File: src/sv/sskr_pkg.sv
`timescale 1ns / 1ps
// Shared types and constants for the Shell sort key record block.
// No dependencies.
package sskr_pkg;

    localparam int INDEX_W = 7;
    localparam int FLOOR_W = 8;

    typedef struct packed {
        logic [INDEX_W-1:0] rec_index;
        logic [FLOOR_W-1:0] floor_key;
        logic               is_last;
    } in_item_t;

    typedef struct packed {
        logic [INDEX_W-1:0] out_index;
        logic [FLOOR_W-1:0] out_floor;
        logic               out_last;
        logic               overflow;
    } out_item_t;

    typedef enum logic [2:0] {
        ST_LOAD,   // collecting records
        ST_GAP,    // start of a gap pass
        ST_ILOOP,  // outer insertion index
        ST_TEMP,   // capture record i
        ST_CMP,    // compare with record j-gap, shift back
        ST_PUT,    // drop held record into its slot
        ST_ORD,    // read record k for output
        ST_OWAIT   // load record k into the output register
    } state_t;

endpackage

File: src/sv/sskr_ram.sv
`timescale 1ns / 1ps
// Generic single-port-write, single-port-read RAM with registered read.
// No dependencies.
module sskr_ram #(
    parameter int WIDTH = 15,
    parameter int DEPTH = 64
) (
    input  logic                     aclk,
    input  logic                     we,
    input  logic [$clog2(DEPTH)-1:0] waddr,
    input  logic [WIDTH-1:0]         wdata,
    input  logic [$clog2(DEPTH)-1:0] raddr,
    output logic [WIDTH-1:0]         rdata
);

    logic [WIDTH-1:0] mem [DEPTH];

    always_ff @(posedge aclk) begin
        if (we) begin
            mem[waddr] <= wdata;
        end
        rdata <= mem[raddr];
    end

endmodule

File: src/sv/shell_sort_key_records.sv
// Shell sort of (index, floor) key records held in one record RAM.
// Load: one item per cycle until an item with is_last; input then held off until the last result.
// Sort: an insertion takes an index check, a capture, a compare per record tried, and a put if
// the walk reaches the first gap slot; a gap pass adds gap and closing index checks, all paced by
// the single RAM port. Output: a RAM read, then the output register, per result; the read waits
// for a free output register. Synchronous reset (aresetn low) clears control and flags, not the RAM.
`timescale 1ns / 1ps
module shell_sort_key_records #(
    parameter int CAPACITY  = 64,
    parameter int KEY_WIDTH = 8
) (
    input  logic                  aclk,
    input  logic                  aresetn,
    input  logic                  s_valid,
    output logic                  s_ready,
    input  sskr_pkg::in_item_t    s_data,
    output logic                  m_valid,
    input  logic                  m_ready,
    output sskr_pkg::out_item_t   m_data
);

    // Widths: addresses, and counters that must also hold CAPACITY itself.
    localparam int AW  = $clog2(CAPACITY);
    localparam int CW  = $clog2(CAPACITY + 1);
    localparam int IW  = sskr_pkg::INDEX_W;
    localparam int FW  = sskr_pkg::FLOOR_W;
    // Only the low KEY_WIDTH bits of a floor take part; the rest read as zero.
    localparam int SKW = (KEY_WIDTH < FW) ? KEY_WIDTH : FW;
    localparam int RW  = IW + SKW;

    // Control state
    sskr_pkg::state_t state_reg, state_next;
    logic [CW-1:0] count_reg, count_next;
    logic          ovf_reg, ovf_next;
    logic [CW-1:0] gap_reg, gap_next;
    logic [CW-1:0] i_reg, i_next;
    logic [CW-1:0] j_reg, j_next;
    logic [CW-1:0] k_reg, k_next;
    logic [RW-1:0] temp_reg, temp_next;   // record being inserted
    logic          m_valid_reg, m_valid_next;
    sskr_pkg::out_item_t m_data_reg, m_data_next;

    // RAM port signals
    logic          ram_we;
    logic [AW-1:0] ram_waddr;
    logic [RW-1:0] ram_wdata;
    logic [AW-1:0] ram_raddr;
    logic [RW-1:0] ram_rdata;

    logic          s_fire;
    logic          has_room;
    logic [CW-1:0] count_inc;
    logic [CW-1:0] j_minus_g;
    logic [CW-1:0] j_minus_2g;
    logic          key_less;
    logic          out_free;

    assign s_fire     = s_valid && s_ready;
    assign has_room   = (count_reg < CW'(CAPACITY));
    assign count_inc  = has_room ? CW'(count_reg + 1'b1) : count_reg;
    assign j_minus_g  = j_reg - gap_reg;
    assign j_minus_2g = j_minus_g - gap_reg;
    // strict less-than: the held record stops at a record with an equal floor
    assign key_less   = (temp_reg[SKW-1:0] < ram_rdata[SKW-1:0]);
    // output register can take a new result by the next edge
    assign out_free   = !m_valid_reg || m_ready;

    sskr_ram #(
        .WIDTH(RW),
        .DEPTH(CAPACITY)
    ) u_rec_ram (
        .aclk  (aclk),
        .we    (ram_we),
        .waddr (ram_waddr),
        .wdata (ram_wdata),
        .raddr (ram_raddr),
        .rdata (ram_rdata)
    );

    // Next state and datapath registers
    always_comb begin
        state_next   = state_reg;
        count_next   = count_reg;
        ovf_next     = ovf_reg;
        gap_next     = gap_reg;
        i_next       = i_reg;
        j_next       = j_reg;
        k_next       = k_reg;
        temp_next    = temp_reg;
        m_data_next  = m_data_reg;
        m_valid_next = m_valid_reg;

        if (m_valid_reg && m_ready) begin
            m_valid_next = 1'b0;
        end

        case (state_reg)
            sskr_pkg::ST_LOAD: begin
                if (s_fire) begin
                    count_next = count_inc;
                    if (!has_room) begin
                        ovf_next = 1'b1;
                    end
                    if (s_data.is_last) begin
                        gap_next   = count_inc >> 1;
                        state_next = sskr_pkg::ST_GAP;
                    end
                end
            end
            sskr_pkg::ST_GAP: begin
                if (gap_reg == '0) begin
                    k_next     = '0;
                    state_next = sskr_pkg::ST_ORD;
                end else begin
                    i_next     = gap_reg;
                    state_next = sskr_pkg::ST_ILOOP;
                end
            end
            sskr_pkg::ST_ILOOP: begin
                if (i_reg >= count_reg) begin
                    gap_next   = gap_reg >> 1;
                    state_next = sskr_pkg::ST_GAP;
                end else begin
                    j_next     = i_reg;
                    state_next = sskr_pkg::ST_TEMP;
                end
            end
            sskr_pkg::ST_TEMP: begin
                temp_next  = ram_rdata;
                state_next = sskr_pkg::ST_CMP;
            end
            sskr_pkg::ST_CMP: begin
                if (key_less) begin
                    // record j-gap moves up to j; keep walking back if room
                    j_next = j_minus_g;
                    if (j_minus_g < gap_reg) begin
                        state_next = sskr_pkg::ST_PUT;
                    end
                end else begin
                    i_next     = CW'(i_reg + 1'b1);
                    state_next = sskr_pkg::ST_ILOOP;
                end
            end
            sskr_pkg::ST_PUT: begin
                i_next     = CW'(i_reg + 1'b1);
                state_next = sskr_pkg::ST_ILOOP;
            end
            sskr_pkg::ST_ORD: begin
                if (out_free) begin
                    state_next = sskr_pkg::ST_OWAIT;
                end
            end
            sskr_pkg::ST_OWAIT: begin
                m_valid_next          = 1'b1;
                m_data_next.out_index = ram_rdata[RW-1:SKW];
                m_data_next.out_floor = FW'(ram_rdata[SKW-1:0]);
                m_data_next.overflow  = ovf_reg;
                if (CW'(k_reg + 1'b1) == count_reg) begin
                    m_data_next.out_last = 1'b1;
                    count_next           = '0;
                    ovf_next             = 1'b0;
                    state_next           = sskr_pkg::ST_LOAD;
                end else begin
                    m_data_next.out_last = 1'b0;
                    k_next               = CW'(k_reg + 1'b1);
                    state_next           = sskr_pkg::ST_ORD;
                end
            end
            default: begin
                state_next = sskr_pkg::ST_LOAD;
            end
        endcase
    end

    // Outputs: handshake and RAM port
    always_comb begin
        s_ready   = 1'b0;
        ram_we    = 1'b0;
        ram_waddr = j_reg[AW-1:0];
        ram_wdata = temp_reg;
        ram_raddr = i_reg[AW-1:0];

        case (state_reg)
            sskr_pkg::ST_LOAD: begin
                s_ready   = 1'b1;
                ram_we    = s_fire && has_room;
                ram_waddr = count_reg[AW-1:0];
                ram_wdata = {s_data.rec_index, s_data.floor_key[SKW-1:0]};
            end
            sskr_pkg::ST_ILOOP: begin
                ram_raddr = i_reg[AW-1:0];
            end
            sskr_pkg::ST_TEMP: begin
                ram_raddr = j_minus_g[AW-1:0];
            end
            sskr_pkg::ST_CMP: begin
                // shift: move the compared record up; else the held record lands at j
                ram_we    = 1'b1;
                ram_wdata = key_less ? ram_rdata : temp_reg;
                ram_raddr = j_minus_2g[AW-1:0];
            end
            sskr_pkg::ST_PUT: begin
                ram_we = 1'b1;
            end
            sskr_pkg::ST_ORD: begin
                ram_raddr = k_reg[AW-1:0];
            end
            sskr_pkg::ST_GAP, sskr_pkg::ST_OWAIT: begin
                ram_we = 1'b0;
            end
            default: begin
                ram_we = 1'b0;
            end
        endcase
    end

    always_ff @(posedge aclk) begin
        if (!aresetn) begin
            state_reg   <= sskr_pkg::ST_LOAD;
            count_reg   <= '0;
            ovf_reg     <= 1'b0;
            gap_reg     <= '0;
            m_valid_reg <= 1'b0;
        end else begin
            state_reg   <= state_next;
            count_reg   <= count_next;
            ovf_reg     <= ovf_next;
            gap_reg     <= gap_next;
            m_valid_reg <= m_valid_next;
        end
        i_reg      <= i_next;
        j_reg      <= j_next;
        k_reg      <= k_next;
        temp_reg   <= temp_next;
        m_data_reg <= m_data_next;
    end

    assign m_valid = m_valid_reg;
    assign m_data  = m_data_reg;

    // Checks on the sequencer
    a_count_in_range: assert property (@(posedge aclk) disable iff (!aresetn)
        count_reg <= CW'(CAPACITY))
        else $error("record count beyond capacity");

    a_gap_bound: assert property (@(posedge aclk) disable iff (!aresetn)
        gap_reg <= (count_reg >> 1))
        else $error("gap larger than half the record count");

    a_walk_in_bounds: assert property (@(posedge aclk) disable iff (!aresetn)
        (state_reg == sskr_pkg::ST_CMP) |-> (gap_reg != '0 && j_reg >= gap_reg))
        else $error("insertion walked below the first gap slot");

    a_out_reg_free: assert property (@(posedge aclk) disable iff (!aresetn)
        (state_reg == sskr_pkg::ST_OWAIT) |-> !m_valid_reg)
        else $error("result loaded over one not yet taken");

endmodule
File: config.mk
export PLATFORM = sky130hd
export DESIGN_NAME = shell_sort_key_records
export DESIGN_NICKNAME = d
export VERILOG_FILES = /design/src/sv/sskr_pkg.sv /design/src/sv/sskr_ram.sv /design/src/sv/shell_sort_key_records.sv
export SDC_FILE = /design/constraint.sdc
export NUM_CORES = 1
export LEC_CHECK = 0
export BUFFER_PORTS_ARGS = -buffer_cell sky130_fd_sc_hd__buf_2
export CAP_MARGIN = 15
export CORE_ASPECT_RATIO = 0.6
export CORE_MARGIN = 8
export CORE_UTILIZATION = 35
export CTS_CLUSTER_DIAMETER = 60
export DETAILED_ROUTE_END_ITERATION = 12
export REMOVE_ABC_BUFFERS = 1
export SYNTH_ARGS = -nofsm -noshare
export SYNTH_HDL_FRONTEND = slang
export SYNTH_HIERARCHICAL = 1
export SYNTH_SLANG_ARGS = --single-unit
File: constraint.sdc
create_clock -name aclk -period 4.3 [get_ports aclk]
set_clock_uncertainty 0.05 [all_clocks]
set_input_delay 0.645 -clock aclk [delete_from_list [all_inputs] [get_ports aclk]]
set_output_delay 0.645 -clock aclk [all_outputs]
set_load 0.005 [all_outputs]
==> results.ini <==
[sta]
period_share_pct = 98.81
finalCriticalPeriod_ps = 4249
fin_ws_ps = 51.02
fin_tns_setup_ps = 0
tightest_slew_ps = 1061
max_freq_ghz = 0.2354
slew_violations = 0
final_hold_viol_count = 0
slew_headroom_pct = 28.66
finalSetupViolCount = 0

[place]
io_buffer_count = 38
gp_congestion = 0.9214
hpwlAfterDp_mm = 73.61
dpl_worst_slack_ps = -258.2

[synthesis]
synthArstFlopShare_pct = 0
yosysMostFrequentCell = edfxtp_1
synth_top_area_cell = edfxtp_1
ys_warn_count = 6
syn_area_mm2 = 0.04180
synthTopCellsByArea = edfxtp_1, mux4_2, dfxtp_1
netlist-cell-type-count = 75
synth_area_per_cell_um2 = 19.92
yosysTopAreaCellShare_pct = 72.78
synth_edf_count = 1013
ys.flop_type = edfxtp_1
ys_top_cells_by_count = edfxtp_1, mux4_2, nor2_1
ys_ff_latch = 1046
yosysSeqAreaShare_pct = 74.36
syn_inst = 2098

[min_path]
hold_path_class = in2reg

[die]
num_rows = 98
start_util_pct = 35.18
chipWidth_um = 462.1
ios = 39
dieArea_mm2 = 0.1311
dieHeight_um = 283.7
design.core.area_mm2 = 0.1188

[drt]
drt_iter0_markers = 2908
route.vias.total = 22310
dr.pass1.iters = 5
ant_nets = 0
drt_wl_total_mm = 113.1
wl_per_cell_um = 28.15
drc_errors = 0
vias_per_cell = 5.551

[layout]
area_growth_pct = 16.63
largest_reg_flops = 960
nets = 2394
utilization_pct = 41.03
layout-drive-gt1-share_pct = 30.48

[pwr]
p_leak_nw = 15.65
finalPower_w = 0.03452
power_frac_seq_pct = 39.3
p_int_w = 0.02259
swShare_pct = 34.55
ir_drop_mv = 0.4798
power_switching_w = 0.01192
pwr-share-comb_pct = 36.5
pwr-share-clk_pct = 24.2
powerDensity_mw_per_mm2 = 708.1

[grt]
grt_pass1_wl_mm = 161.0
grt_overflow = 0
antenna_found_initial = 5
grt_start_max_net_pins = 65
grt_usage_pct = 16.85
grt_pass1_vias = 21830

[clock_network]
htreeDepth = 3
clockBufferDepth = 3
insertion_delay_ps = 700
root_buffer = clkbuf_16
cts_tree = yes
clkTransAtPathRegs_ps = 70
hold_buffers = 0
clock_sinks = 1046
cts_buffers = 95

[setup_path]
cp_data_arrival_time_ps = 4780
required_ps = 4840
startpoint_type = flip-flop
worstSetupPathType = reg2reg
cp-end-kind = flip-flop
cp_max_fo = 10

[job]
cap_viol_max_count = 0

[status]
outcome = complete, no violations

## timing repair
| item | in CTS | in global routing |
|---|---|---|
| resized for setup | 13 | 36 |
| gates cloned | 0 | 2 |
| buffers inserted | 2 | 3 |
| endpoints found under the setup margin | 14 | 15 |
| pin swaps | 1 | 1 |
## worst paths after layout
| path | cells after the start | from | slack [ps] | end |
|---|---|---|---|---|
| max | 18 | j_reg[0] | 50 | u_rec_ram/rdata[11] |
| min | 3 | m_ready | 200 | m_valid |
| max reg2reg | 18 | j_reg[0] | 50 | u_rec_ram/rdata[11] |
| min reg2reg | 0 | ovf_reg | 400 | m_data[0] |
## cell type report
cell class | count | area (µm²)
sequential | 1046 | 31080
tap | 1600 | 2002
clock inverter | 56 | 574.3
inverter | 31 | 118.9
antenna | 4 | 10.01
fill | 10350 | 70070
timing repair buffer | 260 | 2190
multi-input combinational | 909 | 10330
clock buffer | 113 | 2445
## per-stage QoR
step	instance area, µm²	hold slack, ps	instances
final	48750	195.9	4019
after global routing	48740	193.3	4015
after CTS	48500	146.4	4009
after detailed placement	45400	384.2	3838
after global placement	45400	375.2	3838
after floorplan	41270	358.8	1986
## routing by layer
layer  share of wire [%]  vias to the layer above  track usage, %  routed length, µm
met2                  41                     1217           22.67              46410
met4                 2.3                        0           4.117               2602
met3                  13                      152           5.961              14300
met5                   0                        -               0                  0
li1                    -                     9183               -                  -
met1                  44                    11760           25.77              49820
## layout by cell type, fill, tap and decap left out, types with 16 or more instances in the layout
cell,n
mux4_2,240
nand2_1,66
buf_2,38
buf_4,195
ha_1,28
nor2b_1,19
edfxtp_1,1013
mux2_2,44
a21o_1,16
buf_12,21
dfxtp_1,33
clkbuf_1,18
clkinv_1,21
inv_1,28
nand3_1,30
o22ai_1,27
a21oi_1,38
nor2_1,94
o21ai_0,17
clkbuf_16,97
mux2i_1,41
## power by group through the flow
stage	Clock, W	Sequential, W	Combinational [W]
after global placement	0	0.0138	0.0119
after floorplan	0	0.0137	0.00569
final	0.00836	0.0136	0.0126
after global routing	0.00891	0.0136	0.0132
after detailed placement	0	0.0138	0.0121
after CTS	0.00853	0.0136	0.0123
## worst max-delay path, cell delays in order, from the launching register on
cell       delay [ps]
edfxtp_1          410
inv_2              90
ha_2              180
inv_1              60
fa_2              550
inv_1              70
fa_1              500
inv_1              40
mux2i_1           140
nand2_1            70
o211ai_1          150
o21ai_4           220
buf_12            200
clkbuf_16         170
buf_4             200
mux4_2            310
mux2i_1           240
o21ai_0           230
a21o_1            230
## logic make-up (layout without fill, tap and decap cells)
logic type	count (synthesis)	in the layout	share of synthesized area, %
xor+xnor	21	21	0.5718
compound gates	230	230	3.901
other cells	0	4	0
flops	1046	1046	74.36
buf+inv	143	460	1.542
fa+ha+maj	31	31	0.9639
simple gates	300	300	3.514
mux	327	327	15.15
(Power assumes the default switching activity.)
